==> config.mk <==
export PLATFORM = sky130hd
export DESIGN_NAME = crv_iter_pipe
export DESIGN_NICKNAME = d
export VERILOG_FILES = /design/src/crv_pkg.sv /design/src/crv_iter_pipe.sv
export VERILOG_INCLUDE_DIRS = /design/src /design/src/src
export SDC_FILE = /design/constraint.sdc
export NUM_CORES = 2
export LEC_CHECK = 0
export BUFFER_PORTS_ARGS = -buffer_cell sky130_fd_sc_hd__buf_2
export CAP_MARGIN = 40
export CORE_MARGIN = 2
export CORE_UTILIZATION = 60
export CTS_BUF_LIST = sky130_fd_sc_hd__clkbuf_8
export CTS_CLUSTER_SIZE = 12
export DETAILED_ROUTE_END_ITERATION = 7
export PLACE_DENSITY = 0.73
export SLEW_MARGIN = 20
export SYNTH_ARGS = -nofsm -noshare
export SYNTH_HDL_FRONTEND = slang
export SYNTH_SLANG_ARGS = --single-unit
==> constraint.sdc <==
create_clock -name clock -period 20.7 [get_ports clock]
set_clock_uncertainty 0.15 [all_clocks]
set_input_delay 0 -clock clock [delete_from_list [all_inputs] [get_ports clock]]
set_output_delay 0 -clock clock [all_outputs]
set_load 0.01 [all_outputs]
==> src/cordic_rotate_vector_q15_assert.svh <==
// Assertion macros for the CORDIC rotate/vectoring block.
// Expects a clock named clock and a synchronous active-high reset named reset in scope.
`ifndef CORDIC_ROTATE_VECTOR_Q15_ASSERT_SVH
`define CORDIC_ROTATE_VECTOR_Q15_ASSERT_SVH
`ifndef ASSERT_OFF
`define CRV_ASSERT(label, prop, msg) \
   label: assert property (@(posedge clock) disable iff (reset) prop) else $error(msg);
`define CRV_ASSERT_NEXT(label, trig, prop, msg) \
   label: assert property (@(posedge clock) disable iff (reset) trig |=> prop) else $error(msg);
`else
`define CRV_ASSERT(label, prop, msg)
`define CRV_ASSERT_NEXT(label, trig, prop, msg)
`endif
`endif

==> src/crv_pkg.sv <==
// Shared constants, word types and the arctangent step table of the CORDIC block.
// No dependencies; imported by every other file but the assertion header.
`timescale 1ns / 1ps
`default_nettype none

package crv_pkg;

   localparam int ITERATIONS = 16;
   localparam int STEP_IDX_W = $clog2(ITERATIONS);
   localparam int DATA_W     = 16;
   localparam int WORK_W     = 32;
   // upper bits of the 32-bit binary angle; the step table never touches the low 14
   localparam int ACC_W      = 18;
   localparam int FRAC_W     = 15;

   localparam logic signed [DATA_W-1:0] GAIN_K       = 16'sh4DBA;
   localparam logic signed [DATA_W-1:0] Q15_MAX      = 16'sh7FFF;
   localparam logic signed [DATA_W-1:0] Q15_MIN      = -Q15_MAX;
   localparam logic signed [DATA_W-1:0] Q15_NEG_FULL = {1'b1, {(DATA_W-1){1'b0}}};
   localparam logic signed [WORK_W:0]   ROUND_HALF   = (WORK_W+1)'(1 << (FRAC_W-1));
   localparam logic [ACC_W-1:0]         ACC_HALF_TURN = {1'b1, {(ACC_W-1){1'b0}}};

   localparam logic CMD_ROTATE = 1'b0;
   localparam logic CMD_VECTOR = 1'b1;

   typedef struct packed {
      logic                     cmd;
      logic signed [DATA_W-1:0] x;
      logic signed [DATA_W-1:0] y;
      logic [DATA_W-1:0]        angle;
   } item_type;

   typedef struct packed {
      logic                     cmd;
      logic signed [WORK_W-1:0] x;
      logic signed [WORK_W-1:0] y;
      logic [DATA_W-1:0]        angle;
   } scaled_type;

   typedef struct packed {
      logic                     cmd;
      logic signed [WORK_W-1:0] x;
      logic signed [WORK_W-1:0] y;
      logic [ACC_W-1:0]         acc;
   } work_type;

   typedef struct packed {
      logic signed [DATA_W-1:0] x;
      logic signed [DATA_W-1:0] y;
      logic [DATA_W-1:0]        angle;
   } result_type;

   // atan(2^-i), 0x20000 = 180 degrees
   function automatic logic [ACC_W-1:0] atan_step(input logic [STEP_IDX_W-1:0] idx);
      logic [ACC_W-1:0] step;
      unique case (idx)
         0:       step = 18'h08000;
         1:       step = 18'h04B90;
         2:       step = 18'h027ED;
         3:       step = 18'h01444;
         4:       step = 18'h00A2C;
         5:       step = 18'h00517;
         6:       step = 18'h0028C;
         7:       step = 18'h00146;
         8:       step = 18'h000A3;
         9:       step = 18'h00051;
         10:      step = 18'h00029;
         11:      step = 18'h00014;
         12:      step = 18'h0000A;
         13:      step = 18'h00005;
         14:      step = 18'h00003;
         15:      step = 18'h00001;
         default: step = '0;
      endcase
      return step;
   endfunction

endpackage

`default_nettype wire

==> src/crv_iter_pipe.sv <==
// Micro-rotation pipeline: one shift-add CORDIC step per register stage.
// Depends on crv_pkg for the step table and word types.
`timescale 1ns / 1ps
`default_nettype none
`include "cordic_rotate_vector_q15_assert.svh"

module crv_iter_pipe import crv_pkg::*; (
   input  logic     clock,
   input  logic     reset,
   input  logic     in_valid,
   output logic     in_ready,
   input  work_type in_work,
   output logic     out_valid,
   input  logic     out_ready,
   output work_type out_work
);

   logic     stg_valid_ff [ITERATIONS];
   work_type stg_ff       [ITERATIONS];
   logic     stg_ready    [ITERATIONS+1];

   assign stg_ready[ITERATIONS] = out_ready;

   for (genvar i = 0; i < ITERATIONS; i++) begin : g_stage
      work_type                 src;
      work_type                 stg_in;
      logic                     src_valid;
      logic                     cw;
      logic signed [WORK_W-1:0] x_sh;
      logic signed [WORK_W-1:0] y_sh;

      if (i == 0) begin : g_first
         assign src       = in_work;
         assign src_valid = in_valid;
      end else begin : g_rest
         assign src       = stg_ff[i-1];
         assign src_valid = stg_valid_ff[i-1];
      end

      // a stage takes a word when empty or when its own word moves on
      assign stg_ready[i] = !stg_valid_ff[i] || stg_ready[i+1];

      always_comb begin
         x_sh = src.x >>> i;
         y_sh = src.y >>> i;
         if (src.cmd == CMD_ROTATE) begin
            cw = src.acc[ACC_W-1];
         end else begin
            cw = !src.y[WORK_W-1] && (src.y != '0);
         end
         stg_in.cmd = src.cmd;
         if (cw) begin
            stg_in.x   = src.x + y_sh;
            stg_in.y   = src.y - x_sh;
            stg_in.acc = src.acc + atan_step(STEP_IDX_W'(i));
         end else begin
            stg_in.x   = src.x - y_sh;
            stg_in.y   = src.y + x_sh;
            stg_in.acc = src.acc - atan_step(STEP_IDX_W'(i));
         end
      end

      always_ff @(posedge clock) begin
         if (reset) begin
            stg_valid_ff[i] <= 1'b0;
         end else if (stg_ready[i]) begin
            stg_valid_ff[i] <= src_valid;
         end
      end

      always_ff @(posedge clock) begin
         if (stg_ready[i] && src_valid) begin
            stg_ff[i] <= stg_in;
         end
      end
   end

   assign in_ready  = stg_ready[0];
   assign out_valid = stg_valid_ff[ITERATIONS-1];
   assign out_work  = stg_ff[ITERATIONS-1];

   `CRV_ASSERT_NEXT(a_tail_hold, stg_valid_ff[ITERATIONS-1] && !out_ready, stg_valid_ff[ITERATIONS-1] && $stable(stg_ff[ITERATIONS-1]), "last rotation stage lost its word under stall")

endmodule

`default_nettype wire

==> metrics.txt <==
Final #Nets 14200; total power 8.72 mW; full die area 0.196 sq mm; hold path start in_work[79]; worst setup margin 12.79 ns; average size of a mapped cell 9.43 sq um; CTS resizes 0; Primary FF master, synth edfxtp_1; kind of critical path flop to flop; startpoint types flop; period utilization 38.2%; Final Instance Area 0.127 sq mm; Slew @ Worst Pin 1.01 ns; CP max-delay cell buf_4; post-DR vias/cell 6.30; CTS buffer count 228; cell leakage power 51.8 nW; GR met2 Demand/Resource 53.9%; status complete, no violations; worst hold path type input port to flop; Pins Over Slew Limit 0; number of fill cells 15500; RSZ-0062 raised after global routing no; hold path depth 4; FFs w/ async S/R, synth 0%; setup TNS 0 ns; Relative slew margins 32.4%; Most common cell on crit path o21ai_0; DIE HEIGHT 443 um; sequential element share of the synthesized area 34.9%; drt drc 0; Area Overhead vs Synth 9.91%; Starting Density 60.2%; Total Routing Usage GR 34.9%; first-pass detailed-route iteration total 6; die width 443 um; CTS Root Cell clkbuf_8; RR Endpoint stg_ff[1][545]; first-pass GRT wire length 535 mm; GR peak layer met2; CTS sink count 1343; Final Hold Fails 0; reg2reg start stg_ff[1][447]; CP peak stage delay 0.52 ns; largest family of logic cells by synthesized area compound AO/OA/AOI/OAI gates; post-synthesis compound-gate area fraction 20.0%; worst skew pair latency 1.06 ns; # IOs 172; met3 Use GR 6.07%; Post-synth EDFFs 1343; fraction of layout cells with a size suffix above 1 5.72%; H-tree levels 4; maxcap violations 0; via count 97500; drt initial violations 9683; Setup WS pre-CTS 12.96 ns; ANT nets after route 0; Crit path arrival time 8.55 ns; fraction of the mapped netlist area in adder cells 14.7%; cells on worst reg2reg path 27; pin count of the biggest net entering global routing 74; Worst setup EP type flop; mux cell area share after synthesis 0.540%; met1 usage in global routing 46.9%; Worst Hold End stg_ff[0][79]; Synth Instances 12200; dpl hpwl 278 mm; post-place instance area 0.119 sq mm; min cycle time layout 7.91 ns; post-synth cell types 87; clk slew on worst S/H paths 0.06 ns; Util after Layout 66.1%; clk buf depth 3; Post-Syn Nets 13700; WL final 352 mm; Post-Synthesis Cell Area 0.115 sq mm; Syn. warnings 0; placement row count 161; input/output buffers 171; GP Congestion 1.01; r2r setup slk 12.79 ns; peak supply drop 70.7 uV; WP data required 21.34 ns; pwr/cell area 68.7 mW/mm^2; Core Area 0.192 sq mm; gr ovfl total 0; XOR/XNOR Fraction of Synth Area 13.2%; Simple-Gate Fraction of Synth Area 14.0%; antenna violations before repair 12; Max Freq 126 MHz; WL/cell 22.7 um; CTS tree yes; Seq cells post-synth 1343; final setup vio count 0; vias in the first global route 93500; crit-path max FO 30
-- placed cells by master, fill, tap and decap left out, drive strengths merged, types with 66 or more instances in the layout --
cell type and count:
o21a 205, nand4 66, nor4 97, ha 1280, nor2b 192, o21bai 158
a21oi 1147, a31oi 110, a21boi 70, nand2 737, edfxtp 1343, or3 128
xor2 587, nor2 1014, a211oi 77, xnor2 1150, buf 250, nand3 210
inv 671, a21o 489, dlygate4sd3 235, and3 89, o31ai 182, clkinv 94
nor3 290, clkbuf 230, nand2b 222, o21ai 728
-- Yosys cell counts (70+ instances only) --
master    instances  area (sq um)
nor2b_1         192          1200
a21boi_0         70           526
nand3_1         210          1050
a21oi_1        1139          5700
edfxtp_1       1343         40300
nor4_1           94           588
o31ai_1         182          1370
o21a_1          205          1540
nor2_1         1014          3810
a211oi_1         75           563
o21bai_1        158          1190
xnor2_1        1150         10100
or3_1           128           801
ha_1           1280         16000
a21o_1          489          3670
clkbuf_1        171           642
xor2_1          587          5140
o21ai_0         727          3640
nand2_1         737          2770
nand2b_1        221          1380
and3_1           89           557
inv_1           594          2230
nor3_1          288          1440
a31oi_1         110           688
-- kinds of logic (layout without fill, tap and decap cells) --
kind of cell    count (synthesis)  after routing
buf+inv                       822           1518
simple gates                 3330           3330
flops                        1343           1343
fa+ha+maj                    1329           1329
other cells                     0              7
mux                            61             61
xor+xnor                     1737           1737
compound gates               3627           3627
-- state kept, by name (all words and copies together) (netlist names) --
register      flops
stg_ff         1327
stg_valid_ff     16
-- how the worst max path moves through the flow --
stage / from / to / cells past startpoint
6_report: stg_ff[1][447] / stg_ff[1][545] / 27
5_1_grt: stg_ff[1][447] / stg_ff[1][545] / 27
4_1_cts: stg_ff[1][447] / stg_ff[1][545] / 27
3_5_place_dp: stg_ff[1][447] / stg_ff[1][545] / 27
3_3_place_gp: stg_ff[1][447] / stg_ff[1][545] / 26
2_1_floorplan: stg_valid_ff[1][7] / stg_ff[0][581] / 6
-- worst max-delay path: cells and delay by family (launching register included) --
kind | cells | cell delay [ns]
flip-flops | 1 | 0.48
XOR/XNOR | 1 | 0.24
AND/OR/NAND/NOR | 8 | 1.73
adder cells (fa/ha/maj) | 2 | 0.52
buffers and inverters | 5 | 1.40
AO/OA/AOI/OAI | 11 | 3.13
-- area by class of cell --
type | instances | area, sq um | area share, %
Antenna cell | 7 | 17.5 | 0.0138
Clock buffer | 229 | 3150 | 2.48
Clock inverter | 197 | 1600 | 1.26
Inverter | 605 | 2270 | 1.79
Multi-Input combinational cell | 10100 | 72300 | 56.9
Sequential cell | 1343 | 40300 | 31.8
Tap cell | 2526 | 3160 | 2.49
Timing Repair Buffer | 487 | 4120 | 3.24
-- through the flow --
step           hold slack, ns  std cells
4_1_cts              0.000178      15500
3_5_place_dp           0.0281      14800
5_1_grt                0.0805      15500
2_1_floorplan         -0.0511      12200
6_report                0.104      15500
3_3_place_gp           0.0261      14800
-- per-layer routing --
layer  wire, um  up-vias
met5         13        -
met4      20700        2
met3      28000      873
met2     153000     3981
met1     151000    46400
li1           -    46300
-- timing repair --
action / in CTS / in global routing
buffers inserted: 0 / 0
hold endpoints to repair: 244 / 0
hold buffers: 235 / 0
-- power by group --
| part | total, mW | internal, mW | leakage (nW) | switching, mW |
|---|---|---|---|---|
| Clock | 2.53 | 1.34 | 2.62 | 1.19 |
| Combinational | 2.74 | 1.20 | 36.9 | 1.54 |
| Sequential | 3.44 | 3.28 | 12.2 | 0.165 |
Note: power is estimated with default switching activity, not from simulation.
