$ cat config.mk
export PLATFORM = sky130hd
export DESIGN_NAME = crv_prescale
export DESIGN_NICKNAME = d
export VERILOG_FILES = /design/src/crv_pkg.sv /design/src/crv_prescale.sv
export VERILOG_INCLUDE_DIRS = /design/src /design/src/src
export SDC_FILE = /design/constraint.sdc
export NUM_CORES = 1
export LEC_CHECK = 0
export BUFFER_PORTS_ARGS = -buffer_cell sky130_fd_sc_hd__buf_4
export CAP_MARGIN = 15
export CORE_ASPECT_RATIO = 1.25
export CORE_MARGIN = 2
export CORE_UTILIZATION = 62
export DETAILED_ROUTE_END_ITERATION = 8
export PLACE_DENSITY_LB_ADDON = 0.1
export REMOVE_ABC_BUFFERS = 1
export SLEW_MARGIN = 5
export SYNTH_ARGS = -nofsm -noshare
export SYNTH_HDL_FRONTEND = slang
export SYNTH_SLANG_ARGS = --single-unit
$ cat constraint.sdc
create_clock -name clock -period 7.5 [get_ports clock]
set_input_delay 0.75 -clock clock [delete_from_list [all_inputs] [get_ports clock]]
set_output_delay 0.75 -clock clock [all_outputs]
set_load 0.05 [all_outputs]
$ cat src/cordic_rotate_vector_q15_assert.svh
// Assertion macros for the CORDIC rotate/vectoring block.
// Expects a clock named clock and a synchronous active-high reset named reset in scope.
`ifndef CORDIC_ROTATE_VECTOR_Q15_ASSERT_SVH
`define CORDIC_ROTATE_VECTOR_Q15_ASSERT_SVH
`ifndef ASSERT_OFF
`define CRV_ASSERT(label, prop, msg) \
   label: assert property (@(posedge clock) disable iff (reset) prop) else $error(msg);
`define CRV_ASSERT_NEXT(label, trig, prop, msg) \
   label: assert property (@(posedge clock) disable iff (reset) trig |=> prop) else $error(msg);
`else
`define CRV_ASSERT(label, prop, msg)
`define CRV_ASSERT_NEXT(label, trig, prop, msg)
`endif
`endif

$ cat src/crv_pkg.sv
// Shared constants, word types and the arctangent step table of the CORDIC block.
// No dependencies; imported by every other file but the assertion header.
`timescale 1ns / 1ps
`default_nettype none

package crv_pkg;

   localparam int ITERATIONS = 16;
   localparam int STEP_IDX_W = $clog2(ITERATIONS);
   localparam int DATA_W     = 16;
   localparam int WORK_W     = 32;
   // upper bits of the 32-bit binary angle; the step table never touches the low 14
   localparam int ACC_W      = 18;
   localparam int FRAC_W     = 15;

   localparam logic signed [DATA_W-1:0] GAIN_K       = 16'sh4DBA;
   localparam logic signed [DATA_W-1:0] Q15_MAX      = 16'sh7FFF;
   localparam logic signed [DATA_W-1:0] Q15_MIN      = -Q15_MAX;
   localparam logic signed [DATA_W-1:0] Q15_NEG_FULL = {1'b1, {(DATA_W-1){1'b0}}};
   localparam logic signed [WORK_W:0]   ROUND_HALF   = (WORK_W+1)'(1 << (FRAC_W-1));
   localparam logic [ACC_W-1:0]         ACC_HALF_TURN = {1'b1, {(ACC_W-1){1'b0}}};

   localparam logic CMD_ROTATE = 1'b0;
   localparam logic CMD_VECTOR = 1'b1;

   typedef struct packed {
      logic                     cmd;
      logic signed [DATA_W-1:0] x;
      logic signed [DATA_W-1:0] y;
      logic [DATA_W-1:0]        angle;
   } item_type;

   typedef struct packed {
      logic                     cmd;
      logic signed [WORK_W-1:0] x;
      logic signed [WORK_W-1:0] y;
      logic [DATA_W-1:0]        angle;
   } scaled_type;

   typedef struct packed {
      logic                     cmd;
      logic signed [WORK_W-1:0] x;
      logic signed [WORK_W-1:0] y;
      logic [ACC_W-1:0]         acc;
   } work_type;

   typedef struct packed {
      logic signed [DATA_W-1:0] x;
      logic signed [DATA_W-1:0] y;
      logic [DATA_W-1:0]        angle;
   } result_type;

   // atan(2^-i), 0x20000 = 180 degrees
   function automatic logic [ACC_W-1:0] atan_step(input logic [STEP_IDX_W-1:0] idx);
      logic [ACC_W-1:0] step;
      unique case (idx)
         0:       step = 18'h08000;
         1:       step = 18'h04B90;
         2:       step = 18'h027ED;
         3:       step = 18'h01444;
         4:       step = 18'h00A2C;
         5:       step = 18'h00517;
         6:       step = 18'h0028C;
         7:       step = 18'h00146;
         8:       step = 18'h000A3;
         9:       step = 18'h00051;
         10:      step = 18'h00029;
         11:      step = 18'h00014;
         12:      step = 18'h0000A;
         13:      step = 18'h00005;
         14:      step = 18'h00003;
         15:      step = 18'h00001;
         default: step = '0;
      endcase
      return step;
   endfunction

endpackage

`default_nettype wire

$ cat src/crv_prescale.sv
// Gain pre-scale and quadrant fold: two pipeline stages ahead of the micro-rotations.
// Depends on crv_pkg.
`timescale 1ns / 1ps
`default_nettype none
`include "cordic_rotate_vector_q15_assert.svh"

module crv_prescale import crv_pkg::*; (
   input  logic     clock,
   input  logic     reset,
   input  logic     in_valid,
   output logic     in_ready,
   input  item_type in_item,
   output logic     out_valid,
   input  logic     out_ready,
   output work_type out_work
);

   logic       mul_valid_ff;
   scaled_type mul_ff;
   scaled_type mul_in;
   logic       mul_ready;

   logic       fold_valid_ff;
   work_type   fold_ff;
   work_type   fold_in;
   logic       fold_ready;
   logic       flip;

   assign fold_ready = !fold_valid_ff || out_ready;
   assign mul_ready  = !mul_valid_ff || fold_ready;
   assign in_ready   = mul_ready;

   always_comb begin
      mul_in.cmd   = in_item.cmd;
      mul_in.x     = in_item.x * GAIN_K;
      mul_in.y     = in_item.y * GAIN_K;
      mul_in.angle = in_item.angle;
   end

   always_ff @(posedge clock) begin
      if (reset) begin
         mul_valid_ff <= 1'b0;
      end else if (mul_ready) begin
         mul_valid_ff <= in_valid;
      end
   end

   always_ff @(posedge clock) begin
      if (mul_ready && in_valid) begin
         mul_ff <= mul_in;
      end
   end

   // rotate: quadrants 2 and 3 get half a turn added and the vector negated
   // vectoring: a negative x starts at half a turn with the vector negated
   always_comb begin
      fold_in.cmd = mul_ff.cmd;
      fold_in.x   = mul_ff.x;
      fold_in.y   = mul_ff.y;
      if (mul_ff.cmd == CMD_ROTATE) begin
         flip        = mul_ff.angle[DATA_W-1] ^ mul_ff.angle[DATA_W-2];
         fold_in.acc = {mul_ff.angle[DATA_W-1] ^ flip, mul_ff.angle[DATA_W-2:0],
                        {(ACC_W-DATA_W){1'b0}}};
      end else begin
         flip        = mul_ff.x[WORK_W-1];
         fold_in.acc = flip ? ACC_HALF_TURN : '0;
      end
      if (flip) begin
         fold_in.x = -mul_ff.x;
         fold_in.y = -mul_ff.y;
      end
   end

   always_ff @(posedge clock) begin
      if (reset) begin
         fold_valid_ff <= 1'b0;
      end else if (fold_ready) begin
         fold_valid_ff <= mul_valid_ff;
      end
   end

   always_ff @(posedge clock) begin
      if (fold_ready && mul_valid_ff) begin
         fold_ff <= fold_in;
      end
   end

   assign out_valid = fold_valid_ff;
   assign out_work  = fold_ff;

   `CRV_ASSERT(a_rot_folded, fold_valid_ff && fold_ff.cmd == CMD_ROTATE |-> fold_ff.acc[ACC_W-1] == fold_ff.acc[ACC_W-2], "rotate angle not folded into quadrants 1 and 4")
   `CRV_ASSERT(a_vec_folded, fold_valid_ff && fold_ff.cmd == CMD_VECTOR |-> !fold_ff.x[WORK_W-1], "vectoring x negative after fold")

endmodule

`default_nettype wire

==> run_results.csv, run 1 <==
group,metric,value,unit
drt,wl_met1,15.4,mm
critical_path,worstSetupPathType,"in2reg",
drt,drtIter0Drc,585,
grt,grt_remaining_overflow,0,
yosys,synthTopCellsByArea,"edfxtp_1, fa_1, ha_1, inv_1, xnor2_1",
floorplan,core_area,26000,um^2
timing,tightest_slew,1030,ps
drt,highest_layer,"met4",
drt,avgRoutedWirePerCell,16.9,um
clock_network,cts_buffers,17,
placed_design,hpwlAfterDp,28.1,mm
timing,setup_viol_count_final,0,
yosys,synth_largest_type_area_fraction,0.290,
clock_network,cts.sinks,160,
yosys,synth-edff-count,158,
yosys,async_flop_share,0,
floorplan,initial_core_util,0.628,
final_layout,layout-drive-gt1-share,0.109,
timing,tns,0,ps
timing,hold_viol_final,0,
critical_path,arrival,6160,ps
grt,grt_max_degree,80,
floorplan,rows,66,
yosys,yosys-top-cells-count,"inv_1, ha_1, fa_1",
yosys,synth-seq-area-share,0.293,
placed_design,port_buffers,133,
yosys,synth_area,16300,um^2
clock_network,cts_tree,"yes",
yosys,synth_warnings,0,
run_status,status,"finished clean",
final_layout,antenna_cells,0,
timing,finalMaxSlewViolations,0,
floorplan,ios,138,
drt,drt_first_pass_iters,5,
clock_network,cts_hold_buf,0,
run,drv_cap,0,
final_layout,areaGrowthSynthToFinish,12.0,%
drt,routed_wl,32.9,mm
clock_network,cts_setup_buffers,0,
drt,antenna_left,0,
drt,vias,10400,
timing,max_freq,0.167,GHz
min_path,hold_path.class,"reg2reg",
placed_design,placed_cell_area,17700,um^2
clock_network,cts_htree_levels,4,
yosys,yosysUniqueCellTypes,56,
critical_path,startpoint_type,"primary input",
timing,relSlewSlack,0.314,
drt,drc,0,
yosys,avgSynthCellArea,11.1,um^2
drt,dr_wl_met3,1.68,mm
floorplan,fp.dieH,186,um
final_layout,fillers,1977,
final_layout,multi_input_area,10100,um^2
yosys,yosysMostFrequentCell,"inv_1",
grt,grt_pass1_vias,10600,
grt,antenna_found_initial,0,
final_layout,regArea,4780,um^2
timing,period_needed,6000,ps
clock_network,ctsResizeCount,0,
yosys,synth_top_cell_by_area,"edfxtp_1",
placed_design,gp_congestion,0.950,
yosys,synth_cells,1466,
final_layout,fin_area,18300,um^2
final_layout,fin_nets,2078,
clock_network,insertion_delay,420,ps
drt,wl_met2,15.2,mm
yosys,synth_seq_cells,160,
critical_path,endpoint_kind,"flop",
clock_network,clockBufferDepth,2,
drt,vias_per_cell,5.34,
grt,globalRouteTotalUtil,0.252,
yosys,yosys_most_used_dff,"edfxtp_1",
clock_network,cts_root_buffer,"clkbuf_16",
critical_path,critPathRequiredTime,7650,ps
floorplan,die_w,149,um
grt,grt_first_pass_wirelength,53.8,mm
timing,clock-skew-final,11.5,ps
timing,finalCritPeriodShare,0.801,
critical_path,cp_max_fo,15,
floorplan,dieArea,27700,um^2
timing,rsz0062_at_grt,"no",
clock_network,clkSlewWorstSetupHoldPaths,70,ps
[sequential cells by signal (all words and copies together) (netlist names)]
register	count
out_valid	1
out_work	79
fold_in	1
mul_ff	78
mul_valid_ff	1
[per-layer routing]
metal,global-route usage,vias up
met1,0.369,5107
met2,0.399,267
met4,0.0651,0
li1,-,5031
met5,0,-
met3,0.0355,37
[through the flow]
step | hold WS [ps] | std cells | setup slack [ps] | util
floorplan | 453 | 1448 | 1610 | -
detailed placement | 480 | 1922 | 1070 | 0.681
global placement | 470 | 1922 | 1230 | 0.681
CTS | 483 | 1953 | 1520 | 0.703
finish | 489 | 1954 | 1500 | 0.704
global route | 475 | 1954 | 1200 | 0.704
[critical path, stage by stage]
cell and delay [ps]:
buf_4 180, ha_1 290, inv_1 50, fa_1 530, inv_1 60, fa_1 480
fa_1 520, fa_1 550, inv_1 60, fa_1 520, inv_1 40, ha_1 350
a21oi_1 250, nand2b_1 90, a311o_1 350, a221oi_1 370, o21ai_0 230, a221oi_1 360
xnor2_1 120
[final timing paths]
| check | startpoint | end | slack, ps | cells after the start |
|---|---|---|---|---|
| worst max-delay path | in_item[31] | mul_ff[41]$_DFFE_PP_ | 1500 | 19 |
| worst min-delay path | mul_ff[17]$_DFFE_PP_ | out_work[19]$_DFFE_PP_ | 490 | 0 |
| worst max register to register | mul_ff[27]$_DFFE_PP_ | out_work[40]$_DFFE_PP_ | 4640 | 6 |
| worst min register to register | mul_ff[17]$_DFFE_PP_ | out_work[19]$_DFFE_PP_ | 490 | 0 |
[placed cells by master, fill, tap and decap left out, drive strengths merged, types with 9 or more instances in the layout]
cell type and n:
a21o 31, a21oi 53, buf 135, clkbuf 17
edfxtp 158, fa 211, ha 212, inv 388
nand2 49, nand3 14, nand4 9, nor2 30
nor2b 21, nor3 12, o21ai 45, o31ai 14
xnor2 68, xor2 42
[cell type report]
type / count / area share
clock inverter: 14 / 0.00800
tap: 340 / 0.0232
inverter: 380 / 0.0779
multi-input combinational: 908 / 0.550
sequential: 160 / 0.261
clock buffer: 17 / 0.0232
timing repair buffer: 135 / 0.0564
[cell families after synthesis]
family | Yosys count | share of synthesized area
adder cells (fa/ha/maj) | 423 | 0.421
AND/OR/NAND/NOR | 175 | 0.0548
other | 1 | 0.000229
multiplexers | 1 | 0.000613
buffers and inverters | 401 | 0.0931
AO/OA/AOI/OAI | 195 | 0.0786
XOR/XNOR | 110 | 0.0590
flip-flops | 160 | 0.293
Power of run 1 is not shown: default switching activity piles up to over one toggle a cycle in this logic, so the estimate is an artifact.
==> run 2, diff against run 1 <==
--- a/config.mk
+++ b/config.mk
@@ -6,11 +6,12 @@
 export SDC_FILE = /design/constraint.sdc
 export NUM_CORES = 1
 export LEC_CHECK = 0
+export ABC_AREA = 1
 export BUFFER_PORTS_ARGS = -buffer_cell sky130_fd_sc_hd__buf_4
 export CAP_MARGIN = 15
 export CORE_ASPECT_RATIO = 1.25
 export CORE_MARGIN = 2
-export CORE_UTILIZATION = 62
+export CORE_UTILIZATION = 63
 export DETAILED_ROUTE_END_ITERATION = 8
 export PLACE_DENSITY_LB_ADDON = 0.1
 export REMOVE_ABC_BUFFERS = 1
==> constraint.sdc (replaced) <==
create_clock -name clock -period 6.3 [get_ports clock]
set_input_delay 0.63 -clock clock [delete_from_list [all_inputs] [get_ports clock]]
set_output_delay 0.63 -clock clock [all_outputs]
set_load 0.05 [all_outputs]
==> run 2 against run 1 <==
Compared with the run above:
- worst hold slack worse by 130 ps
- area after synthesis increased by 12%
- critical path depth did not move
- register-to-register slack worse by 760 ps
- worst setup slack got worse by 300 ps
- non-clock buffer count did not move
- critical path type unchanged
==> run_results.csv, run 2 <==
group,metric,value,unit
yosys,async_flop_share,0,
floorplan,core_area,28500,um^2
timing,tns,0,ps
critical_path,startpoint_type,"primary input",
critical_path,endpoint_kind,"flop",
min_path,min_from,"reset",
clock_network,ctsResizeCount,0,
yosys,synth_seq_cells,160,
yosys,synth-seq-area-share,0.261,
timing,fin_ws,1190,ps
final_layout,final_common_cell,"inv_1",
run,drv_cap,0,
clock_network,cts.sinks,160,
critical_path,cp_max_fo,5,
critical_path,slowest_delay,550,ps
drt,vias,13600,
placed_design,hpwlAfterDp,33.4,mm
timing,hold_viol_final,0,
final_layout,largest_reg_flops,79,
critical_path,ff2ff_path_depth,7,
run_status,status,"finished clean",
final_layout,regArea,4780,um^2
drt,avgRoutedWirePerCell,14.8,um
drt,routed_wl,39.1,mm
min_path,hold_path.class,"in2reg",
drt,antenna_left,0,
critical_path,critPathRequiredTime,6490,ps
floorplan,initial_core_util,0.642,
final_layout,fillers,2313,
grt,antenna_found_initial,0,
yosys,yosys_most_used_dff,"edfxtp_1",
floorplan,fp.dieH,195,um
placed_design,gp_congestion,0.939,
floorplan,rows,69,
clock_network,cts_buffers,17,
timing,tightest_slew,1000,ps
placed_design,placed_cell_area,19700,um^2
drt,drc,0,
drt,vias_per_cell,5.14,
timing,clock-skew-final,9.08,ps
critical_path,r2r-end,"out_work[34]$_DFFE_PP_",
clock_network,insertion_delay,430,ps
placed_design,port_buffers,133,
timing,finalMaxSlewViolations,0,
floorplan,ios,138,
drt,drtIter0Drc,629,
clock_network,clkSlewWorstSetupHoldPaths,60,ps
grt,grt_pass1_vias,14200,
grt,globalRouteTotalUtil,0.275,
timing,timing.hold.ws,361,ps
min_path,holdPathEnd,"mul_valid_ff$_SDFFE_PP0N_",
critical_path,rrSetupSlack,3880,ps
grt,grt_first_pass_wirelength,66.6,mm
yosys,synth-edff-count,158,
final_layout,layout-drive-gt1-share,0.0800,
timing,rsz0062_at_grt,"no",
timing,relSlewSlack,0.333,
timing,setup_viol_count_final,0,
floorplan,die_w,156,um
yosys,yosysUniqueCellTypes,36,
timing,max_freq,0.196,GHz
clock_network,cts_root_buffer,"clkbuf_16",
final_layout,antenna_cells,0,
timing,period_needed,5110,ps
timing,finalCritPeriodShare,0.811,
clock_network,cts_tree,"yes",
final_layout,final_cell_mix,"inv_1, nand2_1, ha_1, fa_1, nor2_1",
yosys,synthTopCellsByArea,"edfxtp_1, fa_1, ha_1, inv_1, nand2_1",
clock_network,clockBufferDepth,2,
yosys,yosysMostFrequentCell,"inv_1",
final_layout,fin_area,20300,um^2
yosys,synth_largest_type_area_fraction,0.259,
clock_network,cts_hold_buf,0,
grt,grt_max_degree,80,
drt,drt_first_pass_iters,5,
yosys,synth_top_cell_by_area,"edfxtp_1",
critical_path,cp_slowest_cell,"fa_1",
yosys,synth_cells,2131,
yosys,synth_warnings,0,
floorplan,dieArea,30400,um^2
critical_path,worstSetupPathType,"in2reg",
min_path,whs_path_depth,2,
grt,grt_remaining_overflow,0,
final_layout,multi_input_area,11200,um^2
yosys,avgSynthCellArea,8.59,um^2
yosys,synth_area,18300,um^2
yosys,yosys-top-cells-count,"inv_1, nand2_1, ha_1",
critical_path,path_cells,"buf_4 -> ha_1 -> inv_1 -> fa_1 -> inv_1 -> fa_1 -> fa_1 -> fa_1 -> inv_1 -> fa_1 -> inv_1 -> ha_1 -> nand2_1 -> nor2_1 -> inv_1 -> nor2_1 -> nand4_1 -> nand4_1 -> nand2_1",
critical_path,r2r_start,"fold_in[82]$_DFFE_PP_",
final_layout,areaGrowthSynthToFinish,10.9,%
clock_network,cts_htree_levels,4,
placed_design,dp_slack,792,ps
critical_path,arrival,5300,ps
final_layout,fin_nets,2751,
clock_network,cts_setup_buffers,0,
## run 2: cell types whose count changed in the layout (fill, tap and decap cells not counted), moves of 20 or more
cell | before | now
xor2_1 | 42 | 62
inv_1 | 380 | 585
nand3_1 | 14 | 99
nor2b_1 | 20 | 0
nor2_1 | 30 | 160
nand2_1 | 49 | 479
o21ai_0 | 43 | 23
a21o_1 | 31 | 1
xnor2_1 | 68 | 11
## run 2: through the flow
stage,cells,utilization
global route,2643,0.713
CTS,2643,0.713
floorplan,2121,-
finish,2643,0.713
global placement,2611,0.691
detailed placement,2611,0.691
## run 2: how the worst max path moves through the flow
stage                      startpoint                    endpoint  slack (ps)  depth (start not counted)
after CTS                 in_item[23]        mul_ff[35]$_DFFE_PP_        1230                         19
after floorplan             out_ready  out_work[10]$_SDFFCE_PP0P_        1260                          2
after detailed placement  in_item[39]        mul_ff[75]$_DFFE_PP_         790                         19
final                     in_item[42]        mul_ff[72]$_DFFE_PP_        1190                         19
after global placement    in_item[27]        mul_ff[47]$_DFFE_PP_         830                         19
after global routing      in_item[24]        mul_ff[47]$_DFFE_PP_         950                         19
## run 2: final cells by class
cell class                      count  area share
Clock inverter                     14     0.00937
Sequential cell                   160       0.236
Inverter                          587       0.109
Clock buffer                       18      0.0211
Tap cell                          355      0.0219
Multi-Input combinational cell   1374       0.553
Timing Repair Buffer              135      0.0499
## run 2: logic make-up after synthesis
group | count (synthesis) | share of synthesized area
simple gates | 795 | 0.178
buf+inv | 600 | 0.126
fa+ha+maj | 423 | 0.376
flops | 160 | 0.261
compound gates | 79 | 0.0237
xor+xnor | 73 | 0.0349
other cells | 1 | 0.000205
## run 2: layer usage
metal  part of all wire  GRT usage  vias to the layer above
li1                   -          -                     6734
met1               0.45      0.360                     6427
met2               0.48      0.474                      353
met3              0.050     0.0384                       71
met4              0.023     0.0843                        0
met5                  0          0                        -
## run 2: worst max-delay path, delay by kind of cell
kind                     cells  cell delay (ps)
AND/OR/NAND/NOR              6             1030
adder cells (fa/ha/maj)      7             3190
buffers and inverters        6              440
Power of run 2 is left out for the same reason.
==> run 3, diff against run 2 <==
--- a/config.mk
+++ b/config.mk
@@ -11,7 +11,7 @@
 export CAP_MARGIN = 15
 export CORE_ASPECT_RATIO = 1.25
 export CORE_MARGIN = 2
-export CORE_UTILIZATION = 63
+export CORE_UTILIZATION = 57
 export DETAILED_ROUTE_END_ITERATION = 8
 export PLACE_DENSITY_LB_ADDON = 0.1
 export REMOVE_ABC_BUFFERS = 1
==> constraint.sdc (replaced) <==
create_clock -name clock -period 4.55 [get_ports clock]
set_input_delay 0.455 -clock clock [delete_from_list [all_inputs] [get_ports clock]]
set_output_delay 0.455 -clock clock [all_outputs]
set_load 0.05 [all_outputs]
==> run 3 against run 2 <==
Compared with the run above:
- critical endpoint is now mul_ff[42]$_DFFE_PP_
- register-to-register slack got worse by 1900 ps
- flip-flop and latch count is the same
- core utilization is 2.5 points higher
- via count up 5.9%
- critical path type unchanged
- first-iteration DRC count is 15% higher
==> run_results.csv, run 3 (synthesized netlist as in run 2, its figures left out) <==
group,metric,value,unit
drt,antenna_left,0,
final_layout,fin_cells,2918,
drt,routed_wl,43.8,mm
drt,drt_first_pass_iters,5,
critical_path,startpoint_type,"primary input",
timing,tns,0,ps
drt,vias_per_cell,4.93,
critical_path,cp_slowest_cell,"fa_1",
final_layout,final_common_cell,"inv_1",
clock_network,insertion_delay,440,ps
final_layout,largest_reg_flops,79,
grt,globalRouteTotalUtil,0.267,
critical_path,critPathBufInv,6,
timing,fin_ws,41.0,ps
placed_design,dp_slack,-661,ps
grt,grt_max_degree,80,
clock_network,clkSlewWorstSetupHoldPaths,70,ps
floorplan,rows,73,
clock_network,cts.sinks,160,
grt,antenna_found_initial,0,
run,drv_cap,0,
final_layout,areaGrowthSynthToFinish,27.7,%
final_layout,fillers,2406,
final_layout,antenna_cells,0,
clock_network,cts_hold_buf,0,
timing,finalMaxSlewViolations,0,
clock_network,cts_buffers,17,
timing,timing.hold.ws,176,ps
drt,vias,14400,
clock_network,clockBufferDepth,2,
critical_path,path_cells,"buf_4 -> ha_4 -> inv_2 -> fa_1 -> fa_1 -> inv_1 -> fa_2 -> fa_1 -> inv_1 -> fa_1 -> inv_2 -> ha_4 -> nand2_4 -> buf_4 -> nor3_2 -> nand2_1 -> nand2_2 -> nand2_1 -> nand3_1 -> nand2_1",
grt,grt_first_pass_wirelength,70.5,mm
critical_path,slowest_delay,550,ps
timing,period_needed,4510,ps
floorplan,dieArea,33600,um^2
timing,clock-skew-final,12.3,ps
run_status,status,"finished clean",
min_path,hold_path.class,"in2reg",
drt,avgRoutedWirePerCell,15.0,um
timing,setup_viol_count_final,0,
drt,drc,0,
placed_design,dp.cells,2876,
final_layout,layout-drive-gt1-share,0.267,
placed_design,port_buffers,133,
floorplan,fp.dieH,204,um
clock_network,cts_tree,"yes",
floorplan,core_area,31700,um^2
floorplan,ios,138,
timing,tightest_slew,984,ps
final_layout,fin_nets,2969,
placed_design,hpwlAfterDp,36.0,mm
critical_path,cpMostUsedCell,"fa_1",
critical_path,arrival,4710,ps
timing,relSlewSlack,0.344,
floorplan,initial_core_util,0.577,
critical_path,crit_family,"adder cells",
placed_design,gp_congestion,0.905,
critical_path,cp_max_fo,5,
grt,grt_pass1_vias,14800,
grt,grt_remaining_overflow,0,
timing,finalCritPeriodShare,0.991,
clock_network,cts_htree_levels,4,
clock_network,cts_root_buffer,"clkbuf_16",
critical_path,worstSetupPathType,"in2reg",
drt,drtIter0Drc,723,
floorplan,die_w,164,um
timing,hold_viol_final,0,
critical_path,endpoint_kind,"flop",
timing,max_freq,0.222,GHz
final_layout,final_cell_mix,"inv_1, nand2_1, buf_4, fa_1, edfxtp_1",
critical_path,critPathRequiredTime,4750,ps
[run 3: cell types whose count changed in the layout (fill, tap and decap cells not counted), sizes merged]
cell,before,now
buf,135,353
bufinv,3,1
clkbuf,18,17
inv,595,594
clkinv,3,7
[run 3: metrics by stage]
step                utilization  area, um^2
floorplan                     -       18200
global placement          0.672       21300
detailed placement        0.672       21300
CTS                       0.701       22200
global route              0.737       23400
finish                    0.737       23400
[run 3: layout make-up]
cell class                 count  area (um^2)  area share
multi-input combinational   1374        12600       0.538
sequential                   160         4780       0.205
timing repair buffer         353         2710       0.116
inverter                     587         2210      0.0944
tap                          412          515      0.0221
clock buffer                  17          425      0.0182
clock inverter                15          149     0.00637
[run 3: worst paths after layout]
kind                            cells past startpoint  slack, ps                         to                  start
worst max-delay path                               20         40       mul_ff[42]$_DFFE_PP_            in_item[24]
worst min register to register                      0        450     out_work[51]$_DFFE_PP_   mul_ff[49]$_DFFE_PP_
worst max register to register                      7       2030     out_work[66]$_DFFE_PP_  fold_in[82]$_DFFE_PP_
worst min-delay path                                2        180  mul_valid_ff$_SDFFE_PP0N_                  reset
[run 3: repair_timing]
item | 4_1_cts | 5_1_grt
endpoints found under the setup margin | 35 | 40
buffers inserted | 2 | 8
resized for setup | 54 | 269
pin swaps | 17 | 152
endpoints found under the hold margin | 0 | 0
[run 3: routing by layer]
metal	GRT usage	vias to the layer above	routed length, um
met5	0	-	0
met4	0.0899	0	1410
met3	0.0264	79	1670
met2	0.452	306	21200
met1	0.361	6813	19500
li1	-	7189	-
Power of run 3 is left out for the same reason.
