### src/cordic_rotate_vector_q15_assert.svh
// Assertion macros for the CORDIC rotate/vectoring block.
// Expects a clock named clock and a synchronous active-high reset named reset in scope.
`ifndef CORDIC_ROTATE_VECTOR_Q15_ASSERT_SVH
`define CORDIC_ROTATE_VECTOR_Q15_ASSERT_SVH
`ifndef ASSERT_OFF
`define CRV_ASSERT(label, prop, msg) \
   label: assert property (@(posedge clock) disable iff (reset) prop) else $error(msg);
`define CRV_ASSERT_NEXT(label, trig, prop, msg) \
   label: assert property (@(posedge clock) disable iff (reset) trig |=> prop) else $error(msg);
`else
`define CRV_ASSERT(label, prop, msg)
`define CRV_ASSERT_NEXT(label, trig, prop, msg)
`endif
`endif

### src/crv_pkg.sv
// Shared constants, word types and the arctangent step table of the CORDIC block.
// No dependencies; imported by every other file but the assertion header.
`timescale 1ns / 1ps
`default_nettype none

package crv_pkg;

   localparam int ITERATIONS = 16;
   localparam int STEP_IDX_W = $clog2(ITERATIONS);
   localparam int DATA_W     = 16;
   localparam int WORK_W     = 32;
   // upper bits of the 32-bit binary angle; the step table never touches the low 14
   localparam int ACC_W      = 18;
   localparam int FRAC_W     = 15;

   localparam logic signed [DATA_W-1:0] GAIN_K       = 16'sh4DBA;
   localparam logic signed [DATA_W-1:0] Q15_MAX      = 16'sh7FFF;
   localparam logic signed [DATA_W-1:0] Q15_MIN      = -Q15_MAX;
   localparam logic signed [DATA_W-1:0] Q15_NEG_FULL = {1'b1, {(DATA_W-1){1'b0}}};
   localparam logic signed [WORK_W:0]   ROUND_HALF   = (WORK_W+1)'(1 << (FRAC_W-1));
   localparam logic [ACC_W-1:0]         ACC_HALF_TURN = {1'b1, {(ACC_W-1){1'b0}}};

   localparam logic CMD_ROTATE = 1'b0;
   localparam logic CMD_VECTOR = 1'b1;

   typedef struct packed {
      logic                     cmd;
      logic signed [DATA_W-1:0] x;
      logic signed [DATA_W-1:0] y;
      logic [DATA_W-1:0]        angle;
   } item_type;

   typedef struct packed {
      logic                     cmd;
      logic signed [WORK_W-1:0] x;
      logic signed [WORK_W-1:0] y;
      logic [DATA_W-1:0]        angle;
   } scaled_type;

   typedef struct packed {
      logic                     cmd;
      logic signed [WORK_W-1:0] x;
      logic signed [WORK_W-1:0] y;
      logic [ACC_W-1:0]         acc;
   } work_type;

   typedef struct packed {
      logic signed [DATA_W-1:0] x;
      logic signed [DATA_W-1:0] y;
      logic [DATA_W-1:0]        angle;
   } result_type;

   // atan(2^-i), 0x20000 = 180 degrees
   function automatic logic [ACC_W-1:0] atan_step(input logic [STEP_IDX_W-1:0] idx);
      logic [ACC_W-1:0] step;
      unique case (idx)
         0:       step = 18'h08000;
         1:       step = 18'h04B90;
         2:       step = 18'h027ED;
         3:       step = 18'h01444;
         4:       step = 18'h00A2C;
         5:       step = 18'h00517;
         6:       step = 18'h0028C;
         7:       step = 18'h00146;
         8:       step = 18'h000A3;
         9:       step = 18'h00051;
         10:      step = 18'h00029;
         11:      step = 18'h00014;
         12:      step = 18'h0000A;
         13:      step = 18'h00005;
         14:      step = 18'h00003;
         15:      step = 18'h00001;
         default: step = '0;
      endcase
      return step;
   endfunction

endpackage

`default_nettype wire

### src/crv_round.sv
// Output stage: round by 2^15, saturate to +/-32767, zero the unused field, hold the word.
// Depends on crv_pkg.
`timescale 1ns / 1ps
`default_nettype none
`include "cordic_rotate_vector_q15_assert.svh"

module crv_round import crv_pkg::*; (
   input  logic       clock,
   input  logic       reset,
   input  logic       in_valid,
   output logic       in_ready,
   input  work_type   in_work,
   output logic       out_valid,
   input  logic       out_ready,
   output result_type out_result
);

   logic       out_valid_ff;
   result_type out_ff;
   result_type out_in;

   function automatic logic signed [DATA_W-1:0] round_sat(
      input logic signed [WORK_W-1:0] v
   );
      logic signed [WORK_W:0]        sum;
      logic signed [WORK_W-FRAC_W:0] r;
      logic signed [DATA_W-1:0]      res;
      sum = (WORK_W+1)'(v) + ROUND_HALF;
      r   = (WORK_W-FRAC_W+1)'(sum >>> FRAC_W);
      if (r > Q15_MAX) begin
         res = Q15_MAX;
      end else if (r < Q15_MIN) begin
         res = Q15_MIN;
      end else begin
         res = DATA_W'(r);
      end
      return res;
   endfunction

   assign in_ready = !out_valid_ff || out_ready;

   always_comb begin
      out_in.x = round_sat(in_work.x);
      if (in_work.cmd == CMD_ROTATE) begin
         out_in.y     = round_sat(in_work.y);
         out_in.angle = '0;
      end else begin
         out_in.y     = '0;
         out_in.angle = in_work.acc[ACC_W-1 -: DATA_W];
      end
   end

   always_ff @(posedge clock) begin
      if (reset) begin
         out_valid_ff <= 1'b0;
      end else if (in_ready) begin
         out_valid_ff <= in_valid;
      end
   end

   always_ff @(posedge clock) begin
      if (in_ready && in_valid) begin
         out_ff <= out_in;
      end
   end

   assign out_valid  = out_valid_ff;
   assign out_result = out_ff;

   `CRV_ASSERT(a_x_sat, out_valid_ff |-> out_ff.x != Q15_NEG_FULL, "x_out outside saturation range")
   `CRV_ASSERT(a_y_sat, out_valid_ff |-> out_ff.y != Q15_NEG_FULL, "y_out outside saturation range")
   `CRV_ASSERT(a_one_mode, out_valid_ff && out_ff.y != '0 |-> out_ff.angle == '0, "word carries both a rotated y and a phase")

endmodule

`default_nettype wire

### config.mk
export PLATFORM = sky130hd
export DESIGN_NAME = crv_round
export DESIGN_NICKNAME = d
export VERILOG_FILES = /design/src/crv_pkg.sv /design/src/crv_round.sv
export VERILOG_INCLUDE_DIRS = /design/src /design/src/src
export SDC_FILE = /design/constraint.sdc
export NUM_CORES = 1
export LEC_CHECK = 0
export BUFFER_PORTS_ARGS = -buffer_cell sky130_fd_sc_hd__buf_2
export CAP_MARGIN = 20
export CELL_PAD_IN_SITES_DETAIL_PLACEMENT = 0
export CELL_PAD_IN_SITES_GLOBAL_PLACEMENT = 2
export CORE_MARGIN = 2
export CORE_UTILIZATION = 25
export DETAILED_ROUTE_END_ITERATION = 10
export GPL_TIMING_DRIVEN = 0
export PLACE_DENSITY_LB_ADDON = 0.1
export SYNTH_ARGS = -nofsm -noshare
export SYNTH_HDL_FRONTEND = slang
export SYNTH_SLANG_ARGS = --single-unit
### constraint.sdc
create_clock -name clock -period 4.8 [get_ports clock]
set_input_delay 1.2 -clock clock [delete_from_list [all_inputs] [get_ports clock]]
set_output_delay 1.2 -clock clock [all_outputs]
set_load 0.03 [all_outputs]
==> results_dict.tcl, run 1 <==
set metrics [dict create \
    outcome "finished, final reports clean" \
    wirelength_per_cell_um 15.33 \
    num-fill-cells 1268 \
    number_of_global_route_vias_before_repair 2504 \
    cts_bufs_inserted 5 \
    synth-simple-area-share_pct 25.53 \
    design_power_total_mw 1.175 \
    clock_pin_slew_worst_setup_and_hold_paths_ns 0.06 \
    place.port_buffers 96 \
    grt.met1_usage_pct 19.00 \
    worstMarginPinSlew_ns 0.8160 \
    antenna_found_initial 0 \
    worst_setup_path_start_kind "input pin" \
    h_tree_lvl_count 2 \
    final_max_slew_viol_count 0 \
    floorplan.initialDensity_pct 25.71 \
    grt_start_max_net_pins 35 \
    postCtsSetupRepairBufs 0 \
    die_wd_um 115.1 \
    critical_path_arrival_ns 4.02 \
    vdd_ir_drop_max_uv 105.4 \
    routed_via_density 4.676 \
    postRouteAntennaNets 0 \
    synth_fa_ha_area_share_pct 0.8104 \
    final_core_utilization_pct 32.85 \
    path_common_cell "sky130_fd_sc_hd__nand4_1" \
    cpPeakStageDelay_ns 0.56 \
    postSynthNetCount 392 \
    synth_area_um2 3088 \
    setup-violations-final 0 \
    final-hold-violation-count 0 \
    post_synth_num_cell_types 58 \
    grt_pass1_wl_um 13250 \
    tritoncts_num_sinks 49 \
    static-leakage-power_nw 1.543 \
    timing.critical_path.to_type "register" \
    finished_cell_area_um2 3946 \
    detailroute.via_count 2595 \
    worst_path_max_delay_cell "sky130_fd_sc_hd__a21boi_1" \
    synth.yosys.warnings 0 \
    layout-drive-gt1-share_pct 34.07 \
    standard_cell_core_area_um2 12010 \
    synth-xor-area-share_pct 8.225 \
    globalRouteMet3Util_pct 3.321 \
    detail_route.wirelength_um 8507 \
    yosysSeqAreaShare_pct 47.33 \
    timing.final.crit_period_ns 4.011 \
    gp_routability_congestion 0.7337 \
    crit_path_max_fanout 9 \
    cts_hold_buffers 0 \
    worst-setup-path-type "in2reg" \
    gr-max-usage-layer "met1" \
    portion_of_netlist_area_occupied_by_mux_cells_pct 1.337 \
    pwr_density_cell_nw_per_um2 297.8 \
    min_path_type "reg2reg" \
    cts_resized 0 \
    areaGrowthSynthToFinish_pct 27.80 \
    die_h_um 115.1 \
    detail_route.drc_violations 0 \
    groute.usage.overall_pct 12.82 \
    max-cap-violations 0 \
    final.period_utilization_pct 83.56 \
    detailedPlacementHpwl_um 6474 \
    worstPathRequired_ns 4.81 \
    synth_edf_count 48 \
    postSynthRegisterBits 49 \
    layout.area.seq_um2 1461 \
    clock_tree.buffer_depth 2 \
    clk_latency_ns 0.30 \
    tns_ns 0 \
    post_synth_inst_count 303 \
    ctsRootBufferMaster "sky130_fd_sc_hd__clkbuf_16" \
    drtPass1Iterations 4 \
    cts_tree "done" \
    avgSynthCellArea_um2 10.19 \
    rsz_0062_raised_after_global_routing "false" \
    design.final.nets 496 \
    die_area_um2 13260 \
    synth-compound-area-share_pct 12.24 \
    globalRouteMet2Util_pct 18.71 \
    cells_along_the_critical_path "buf_2 > ha_1 > clkbuf_1 > nand4_1 > nor3_1 > mux2_2 > o31ai_1 > nand4_1 > a21boi_1 > o21ai_0" \
    gr-total-overflow 0 \
    ys_async_sr_fraction_pct 0 \
    synth_top_family_by_area "simple AND/OR/NAND/NOR gates" \
    most_used_dff_post_synth "sky130_fd_sc_hd__edfxtp_1" \
    placed_area_um2 3774 \
    worst_slew_margin_rel_pct 45.18 \
    io-pin-count 137 \
    rows 40 \
    insertedDiodeCount 0 \
    detail_route.iter0.violations 96 \
    multi_input_gate_area_um2 1488 \
    fmaxAchievable_mhz 249.3 \
    skew_ns 0.01046 \
]
## cells by family after synthesis
group                    after synthesis
XOR/XNOR                              29
AO/OA/AOI/OAI                         52
adder cells (fa/ha/maj)                2
AND/OR/NAND/NOR                      140
multiplexers                           4
flip-flops                            49
buffers and inverters                 27
## final timing paths
check	from	to	slack, ns	cells past startpoint
worst min-delay path	out_valid	out_valid	0.51	2
worst max register to register	out_valid	out_result[25]	3.42	3
worst min register to register	out_valid	out_valid	0.51	2
worst max-delay path	in_work[64]	out_result[38]	0.79	10
## cell usage in the layout, fill, tap and decap left out, drive strengths merged, types with 7 or more instances in the layout
master  Yosys  routed
nor2       43      43
clkbuf     12      19
a21oi      10      10
nand3      14      14
buf         9     106
nor4        7       7
and2       20      20
edfxtp     48      48
xnor2      18      18
nand4      10      10
o21ai      13      13
xor2       11      11
nor3       11      11
nand2      12      12
## critical path, delay by kind of cell
kind	cells	cell delay, ns
AND/OR/NAND/NOR	3	0.70
buffers and inverters	2	0.46
multiplexers	1	0.38
AO/OA/AOI/OAI	3	1.11
adder cells (fa/ha/maj)	1	0.15
## area by class of cell
type | instances | area share [%]
well taps | 147 | 4.661
clock buffers | 7 | 3.614
clock inverters | 1 | 0.7609
inverters | 6 | 0.5707
flip-flops and latches | 49 | 37.03
plain buffers | 21 | 2.980
multi-input cells | 227 | 37.70
repair buffers | 97 | 12.68
## synth_stat cells, types with 9 or more instances
cell / n / share of area, %
sky130_fd_sc_hd__edfxtp_1: 48 / 47
sky130_fd_sc_hd__nor2_2: 10 / 2.0
sky130_fd_sc_hd__and2_1: 20 / 4.1
sky130_fd_sc_hd__o21ai_0: 13 / 2.1
sky130_fd_sc_hd__xor2_1: 11 / 3.1
sky130_fd_sc_hd__xnor2_1: 18 / 5.1
sky130_fd_sc_hd__nand3_1: 12 / 1.9
sky130_fd_sc_hd__nor2_1: 33 / 4.0
sky130_fd_sc_hd__nor3_1: 11 / 1.8
sky130_fd_sc_hd__nand4_1: 9 / 1.8
sky130_fd_sc_hd__a21oi_1: 10 / 1.6
sky130_fd_sc_hd__nand2_1: 12 / 1.5
sky130_fd_sc_hd__clkbuf_1: 12 / 1.5
## metal layers
layer / vias to the layer above / share of wire [%]
li1: 1318 / -
met2: 71 / 41
met4: 0 / 0.88
met1: 1201 / 53
met3: 5 / 6.1
met5: - / 0
## power by group
part           total [mW]  switching (mW)  internal, mW  leakage (nW)
clock network       0.422           0.161         0.261        0.0841
logic               0.241           0.161        0.0803         0.977
registers           0.512         0.00631         0.506         0.482
## sequential cells by signal (all words and copies together) (netlist names)
register,count
out_valid,1
out_result,48
## per-stage QoR
stage / setup slack [ns] / hold slack, ns / instances
final: 0.7889 / 0.5084 / 555
after CTS: 0.7834 / 0.5172 / 555
after floorplan: 1.182 / 0.8595 / 303
after global placement: 0.5021 / 0.4905 / 546
after detailed placement: 0.4833 / 0.5081 / 547
after global routing: 0.4405 / 0.5570 / 555
Note: power is estimated with default switching activity, not from simulation.
==> run 2, diff against run 1 <==
- ABC_AREA: not set -> 1
- clock period: 4.8 -> 4.1 ns (I/O delays scaled with it)
==> run 2 against run 1 <==
Compared with the run above: via count is 1.1% higher; largest cell class is now flip-flops and latches; critical path type unchanged; utilization is 0.61 points higher; sequential share of layout area is 0.83 points lower; critical endpoint is now out_result[23]; largest power group unchanged.
==> results_dict.tcl, run 2 <==
set metrics [dict create \
    rsz_0062_raised_after_global_routing "false" \
    outcome "finished, final reports clean" \
    num-fill-cells 1309 \
    postSynthNetCount 474 \
    cts_tree "done" \
    timing.critical_path.to_type "register" \
    avgSynthCellArea_um2 8.050 \
    drtPass1Iterations 4 \
    setup-violations-final 0 \
    startpoint "in_work[33]" \
    most-common-layout-cells "sky130_fd_sc_hd__nand2_1 (133), sky130_fd_sc_hd__buf_2 (106), sky130_fd_sc_hd__inv_1 (63)" \
    grt_pass1_wl_um 12380 \
    insertedDiodeCount 0 \
    worst_slew_margin_rel_pct 40.97 \
    layout-drive-gt1-share_pct 31.86 \
    die_area_um2 13300 \
    synth_edf_count 48 \
    combinational_fraction_of_design_power_pct 21.5 \
    fmaxAchievable_mhz 373.9 \
    routed_via_density 3.933 \
    detailroute.via_count 2623 \
    area_share_of_the_leading_cell_type_in_the_synthesized_netlist_pct 46.51 \
    floorplan.initialDensity_pct 25.70 \
    die_h_um 115.3 \
    postRouteAntennaNets 0 \
    max-cap-violations 0 \
    pwr_density_cell_nw_per_um2 333.6 \
    grt_start_max_net_pins 26 \
    worst-setup-path-type "in2reg" \
    layout.area.seq_um2 1461 \
    finished_cell_area_um2 4036 \
    wirelength_per_cell_um 11.62 \
    synth_most_common_cell "sky130_fd_sc_hd__nand2_1" \
    skew_ns 0.003449 \
    groute.usage.overall_pct 11.87 \
    ys_async_sr_fraction_pct 0 \
    worst_setup_path_start_kind "input pin" \
    clock_tree.buffer_depth 2 \
    synth.top_cells.by_count "sky130_fd_sc_hd__nand2_1 (133), sky130_fd_sc_hd__inv_1 (63), sky130_fd_sc_hd__edfxtp_1 (48), sky130_fd_sc_hd__nor2_1 (31), sky130_fd_sc_hd__nand3_1 (19)" \
    post_synth_inst_count 385 \
    final-hold-violation-count 0 \
    gr-total-overflow 0 \
    final.period_utilization_pct 65.23 \
    largest_reg_flops 48 \
    final_max_slew_viol_count 0 \
    number_of_global_route_vias_before_repair 2522 \
    clk_latency_ns 0.29 \
    postCtsSetupRepairBufs 0 \
    timing.final.crit_period_ns 2.674 \
    cts_bufs_inserted 5 \
    ctsRootBufferMaster "sky130_fd_sc_hd__clkbuf_16" \
    synth.top_cells.by_area "sky130_fd_sc_hd__edfxtp_1 (47%), sky130_fd_sc_hd__nand2_1 (16%), sky130_fd_sc_hd__inv_1 (7.6%)" \
    synth_area_um2 3099 \
    preCtsSetupSlack_ns 1.099 \
    place.port_buffers 105 \
    most_used_dff_post_synth "sky130_fd_sc_hd__edfxtp_1" \
    placed_area_um2 3874 \
    sw_frac_of_total_pct 27.94 \
    detail_route.drc_violations 0 \
    postSynthRegisterBits 49 \
    register_share_of_total_power_pct 44.7 \
    min_path_type "reg2reg" \
    io-pin-count 137 \
    detail_route.iter0.violations 159 \
    tns_ns 0 \
    crit_path_max_fanout 10 \
    synthDominantAreaCellType "sky130_fd_sc_hd__edfxtp_1" \
    critical_path.reg2reg.startpoint "out_valid" \
    cts_resized 0 \
    layout_commonest_cell "sky130_fd_sc_hd__nand2_1" \
    worstMarginPinSlew_ns 0.8836 \
    switching_power_mw 0.3762 \
    vdd_ir_drop_max_uv 134.4 \
    rrSetupSlack_ns 2.49 \
    critical_path_arrival_ns 2.69 \
    clock_pin_slew_worst_setup_and_hold_paths_ns 0.06 \
    static-leakage-power_nw 2.016 \
    die_wd_um 115.3 \
    h_tree_lvl_count 2 \
    detail_route.wirelength_um 7750 \
    yosysSeqAreaShare_pct 47.15 \
    pwr-share-clk_pct 33.8 \
    worstPathRequired_ns 4.12 \
    critPathCapture "out_result[23]" \
    antenna_found_initial 0 \
    reg2regPathDepth 2 \
    rows 40 \
    final.setup.worst_slack_ns 1.426 \
    design.final.nets 587 \
    gp_routability_congestion 0.7810 \
    detailedPlacementHpwl_um 6530 \
    capture_point_of_the_worst_reg_to_reg_path "out_result[26]" \
    areaGrowthSynthToFinish_pct 30.24 \
    tritoncts_num_sinks 49 \
    synth.yosys.warnings 0 \
    cts_hold_buffers 0 \
    post_synth_num_cell_types 31 \
    standard_cell_core_area_um2 12060 \
    multi_input_gate_area_um2 1346 \
    cellInternalPower_mw 0.9702 \
]
run 2: changes by cell type after synthesis, sizes merged, moves of 9 or more:
cell    previous run  this run
nand2             12       148
inv                6        65
and2              20         0
xnor2             18         4
clkbuf            12         3
run 2: worst min-delay path by stage:
stage                   start        end  slack, ns  cells past startpoint
floorplan           out_valid  out_valid       0.83                      2
global placement    out_valid  out_valid       0.48                      2
detailed placement  out_valid  out_valid       0.52                      2
CTS                 out_valid  out_valid       0.53                      2
global route        out_valid  out_valid       0.57                      2
finish              out_valid  out_valid       0.53                      2
run 2: metal layers:
metal	track usage (%)	wire, µm
met5	0	0
met4	3.133	91
met3	1.950	337
met2	19.61	3513
met1	16.13	3808
run 2: kinds of logic (layout without fill, tap and decap cells):
kind of cell	after synthesis	in the layout	synth area share [%]
compound gates	25	25	5.531
xor+xnor	12	12	3.634
fa+ha+maj	2	2	0.8073
buf+inv	72	186	9.770
flops	49	49	47.15
simple gates	225	225	33.10
run 2: layout make-up:
| class | count | area share, % |
|---|---|---|
| Multi-Input combinational cell | 264 | 33.35 |
| Clock buffer | 6 | 3.193 |
| Sequential cell | 49 | 36.21 |
| Buffer | 7 | 1.457 |
| Timing Repair Buffer | 106 | 13.70 |
| Inverter | 65 | 6.045 |
| Clock inverter | 2 | 0.8370 |
| Tap cell | 168 | 5.208 |
run 2: critical path, stage by stage:
cell and delay, ns:
sky130_fd_sc_hd__buf_2 0.11, sky130_fd_sc_hd__ha_1 0.22, sky130_fd_sc_hd__nand2_2 0.10, sky130_fd_sc_hd__nor2_4 0.21
sky130_fd_sc_hd__nand3_1 0.10, sky130_fd_sc_hd__nand2_1 0.14, sky130_fd_sc_hd__nand2_1 0.06, sky130_fd_sc_hd__nor2_1 0.09
sky130_fd_sc_hd__nand2_1 0.06, sky130_fd_sc_hd__nor2_1 0.08, sky130_fd_sc_hd__nand2_1 0.07, sky130_fd_sc_hd__nand2_2 0.08
sky130_fd_sc_hd__nand2_4 0.07, sky130_fd_sc_hd__buf_12 0.15, sky130_fd_sc_hd__nand2_2 0.06, sky130_fd_sc_hd__a21oi_2 0.04
run 2: metrics by stage:
step	total power [mW]	std cells	util [%]	hold WS [ns]
2_1_floorplan	0.8024	385	-	0.8318
3_3_place_gp	0.9043	658	31.79	0.4781
3_5_place_dp	0.9085	659	32.12	0.5216
4_1_cts	1.368	667	33.46	0.5297
5_1_grt	1.415	667	33.46	0.5707
6_report	1.346	667	33.46	0.5299
run 2: power by group through the flow:
| stage | sequential, mW | combinational, mW | clock (mW) |
|---|---|---|---|
| floorplan | 0.686 | 0.116 | 0 |
| global placement | 0.615 | 0.289 | 0 |
| detailed placement | 0.613 | 0.296 | 0 |
| CTS | 0.603 | 0.296 | 0.470 |
| global route | 0.605 | 0.322 | 0.487 |
| finish | 0.602 | 0.290 | 0.455 |
==> run 3, diff against run 2 <==
- ABC_AREA: 1 -> 0
- clock period: 4.1 -> 2.6 ns (I/O delays scaled with it)
==> run 3 against run 2 <==
Compared with the run above: the flow now finishes with violations (negative setup slack); worst hold slack got worse by 0.022 ns; critical path depth decreased by 6; final area increased by 8.8%; power increased by 59%; clock skew increased by 0.0015 ns; first-iteration DRC count decreased by 35%; setup slack got worse by 1.6 ns; critical path type unchanged; highest routed layer unchanged.
==> results_dict.tcl, run 3 (same netlist as run 1, synthesis figures left out) <==
set metrics [dict create \
    cts_tree "done" \
    die_wd_um 115.1 \
    final.setup.worst_slack_ns -0.1250 \
    wirelength_per_cell_um 15.78 \
    die_h_um 115.1 \
    outcome "complete, but fails checks" \
    static-leakage-power_nw 1.734 \
    grt_start_max_net_pins 29 \
    worstPathRequired_ns 2.66 \
    insertedDiodeCount 0 \
    layout-drive-gt1-share_pct 46.35 \
    detail_route.iter0.violations 104 \
    number_of_global_route_vias_before_repair 2580 \
    drtPass1Iterations 4 \
    tns_ns -1.618 \
    detailroute.via_count 2706 \
    tritoncts_num_sinks 49 \
    clock_pin_slew_worst_setup_and_hold_paths_ns 0.07 \
    place.port_buffers 96 \
    max-cap-violations 0 \
    areaGrowthSynthToFinish_pct 42.26 \
    groute.usage.overall_pct 13.56 \
    ctsRootBufferMaster "sky130_fd_sc_hd__clkbuf_16" \
    detail_route.wirelength_um 9027 \
    timing.critical_path.to_type "register" \
    antenna_found_initial 0 \
    floorplan.initialDensity_pct 25.71 \
    crit_path_max_fanout 5 \
    detail_route.drc_violations 0 \
    worst_slew_margin_rel_pct 50.98 \
    cts_bufs_inserted 5 \
    gp_routability_congestion 0.7725 \
    final.period_utilization_pct 104.8 \
    setup-violations-final 14 \
    io-pin-count 137 \
    routed_via_density 4.731 \
    layout_commonest_cell "sky130_fd_sc_hd__buf_2" \
    h_tree_lvl_count 2 \
    min_path_type "in2reg" \
    worst-setup-path-type "in2reg" \
    vdd_ir_drop_max_uv 261.9 \
    final-hold-violation-count 0 \
    clk_latency_ns 0.30 \
    preCtsSetupSlack_ns -0.8289 \
    design.final.nets 513 \
    critical_path_arrival_ns 2.78 \
    gr-total-overflow 0 \
    clock_tree.buffer_depth 2 \
    final_max_slew_viol_count 0 \
    fmaxAchievable_mhz 367.0 \
    num-fill-cells 1271 \
    worstMarginPinSlew_ns 0.7354 \
    placed_area_um2 3871 \
    die_area_um2 13260 \
    pwr_density_cell_nw_per_um2 487.8 \
    timing.final.crit_period_ns 2.725 \
    worst_setup_path_start_kind "input pin" \
    finished_cell_area_um2 4393 \
    postRouteAntennaNets 0 \
    rows 40 \
    skew_ns 0.004922 \
    violations "negative setup slack" \
    grt_pass1_wl_um 14080 \
    detailedPlacementHpwl_um 6535 \
    standard_cell_core_area_um2 12010 \
    largest_reg_flops 48 \
    rsz_0062_raised_after_global_routing "true" \
    most-common-layout-cells "sky130_fd_sc_hd__buf_2 (93), sky130_fd_sc_hd__edfxtp_1 (48), sky130_fd_sc_hd__nor2_1 (28)" \
]
-- run 3: final timing paths --
kind,startpoint,to,slack [ns],cells past startpoint
worst max-delay path,in_work[32],out_result[24],-0.13,10
worst min-delay path,reset,out_valid,0.51,2
worst max register to register,out_valid,out_result[7],1.00,3
worst min register to register,out_valid,out_valid,0.52,2
-- run 3: what timing repair did --
action,CTS,global route
hold endpoints to repair,0,0
pin swaps,17,7
hold buffers,0,0
buffers inserted,14,5
gates resized for setup,30,27
setup endpoints to repair,30,28
gates cloned,1,0
-- run 3: per-layer routing --
metal  up-vias  wire [µm]  GRT usage, %
met1      1254       4569         20.04
met2        90       3868         20.12
met4         0         80         3.373
li1       1358          -             -
met5         -          0             0
met3         4        508         2.952
-- run 3: final cells by class --
class	instances	area, µm²	area share (%)
flip-flops and latches	49	1461	33.27
clock inverters	3	26.28	0.5981
well taps	147	183.9	4.187
plain buffers	18	150.1	3.418
multi-input cells	227	1728	39.33
repair buffers	117	695.7	15.84
inverters	6	22.52	0.5127
clock buffers	5	125.1	2.848
-- run 3: where the power goes --
part           internal (mW)  switching, mW
clock network          0.364          0.325
logic                  0.185          0.323
registers              0.934         0.0124
-- run 3: metrics by stage --
stage                     instances  total power [mW]  util, %  hold slack (ns)
after floorplan                 303             1.265        -           0.7191
after global placement          546             1.424    31.99           0.4979
after detailed placement        547             1.431    32.23           0.5185
after CTS                       569             2.164    35.49           0.4978
after global routing            572             2.252    36.57           0.5007
final                           572             2.143    36.57           0.5081
-- run 3: worst max-delay path, stage by stage --
cell	delay, ns
sky130_fd_sc_hd__buf_8	0.08
sky130_fd_sc_hd__ha_4	0.14
sky130_fd_sc_hd__nand3_4	0.06
sky130_fd_sc_hd__or4_4	0.53
sky130_fd_sc_hd__or4b_4	0.49
sky130_fd_sc_hd__a22oi_2	0.19
sky130_fd_sc_hd__a2bb2oi_2	0.11
sky130_fd_sc_hd__o31ai_4	0.30
sky130_fd_sc_hd__buf_6	0.20
sky130_fd_sc_hd__nor2_2	0.04
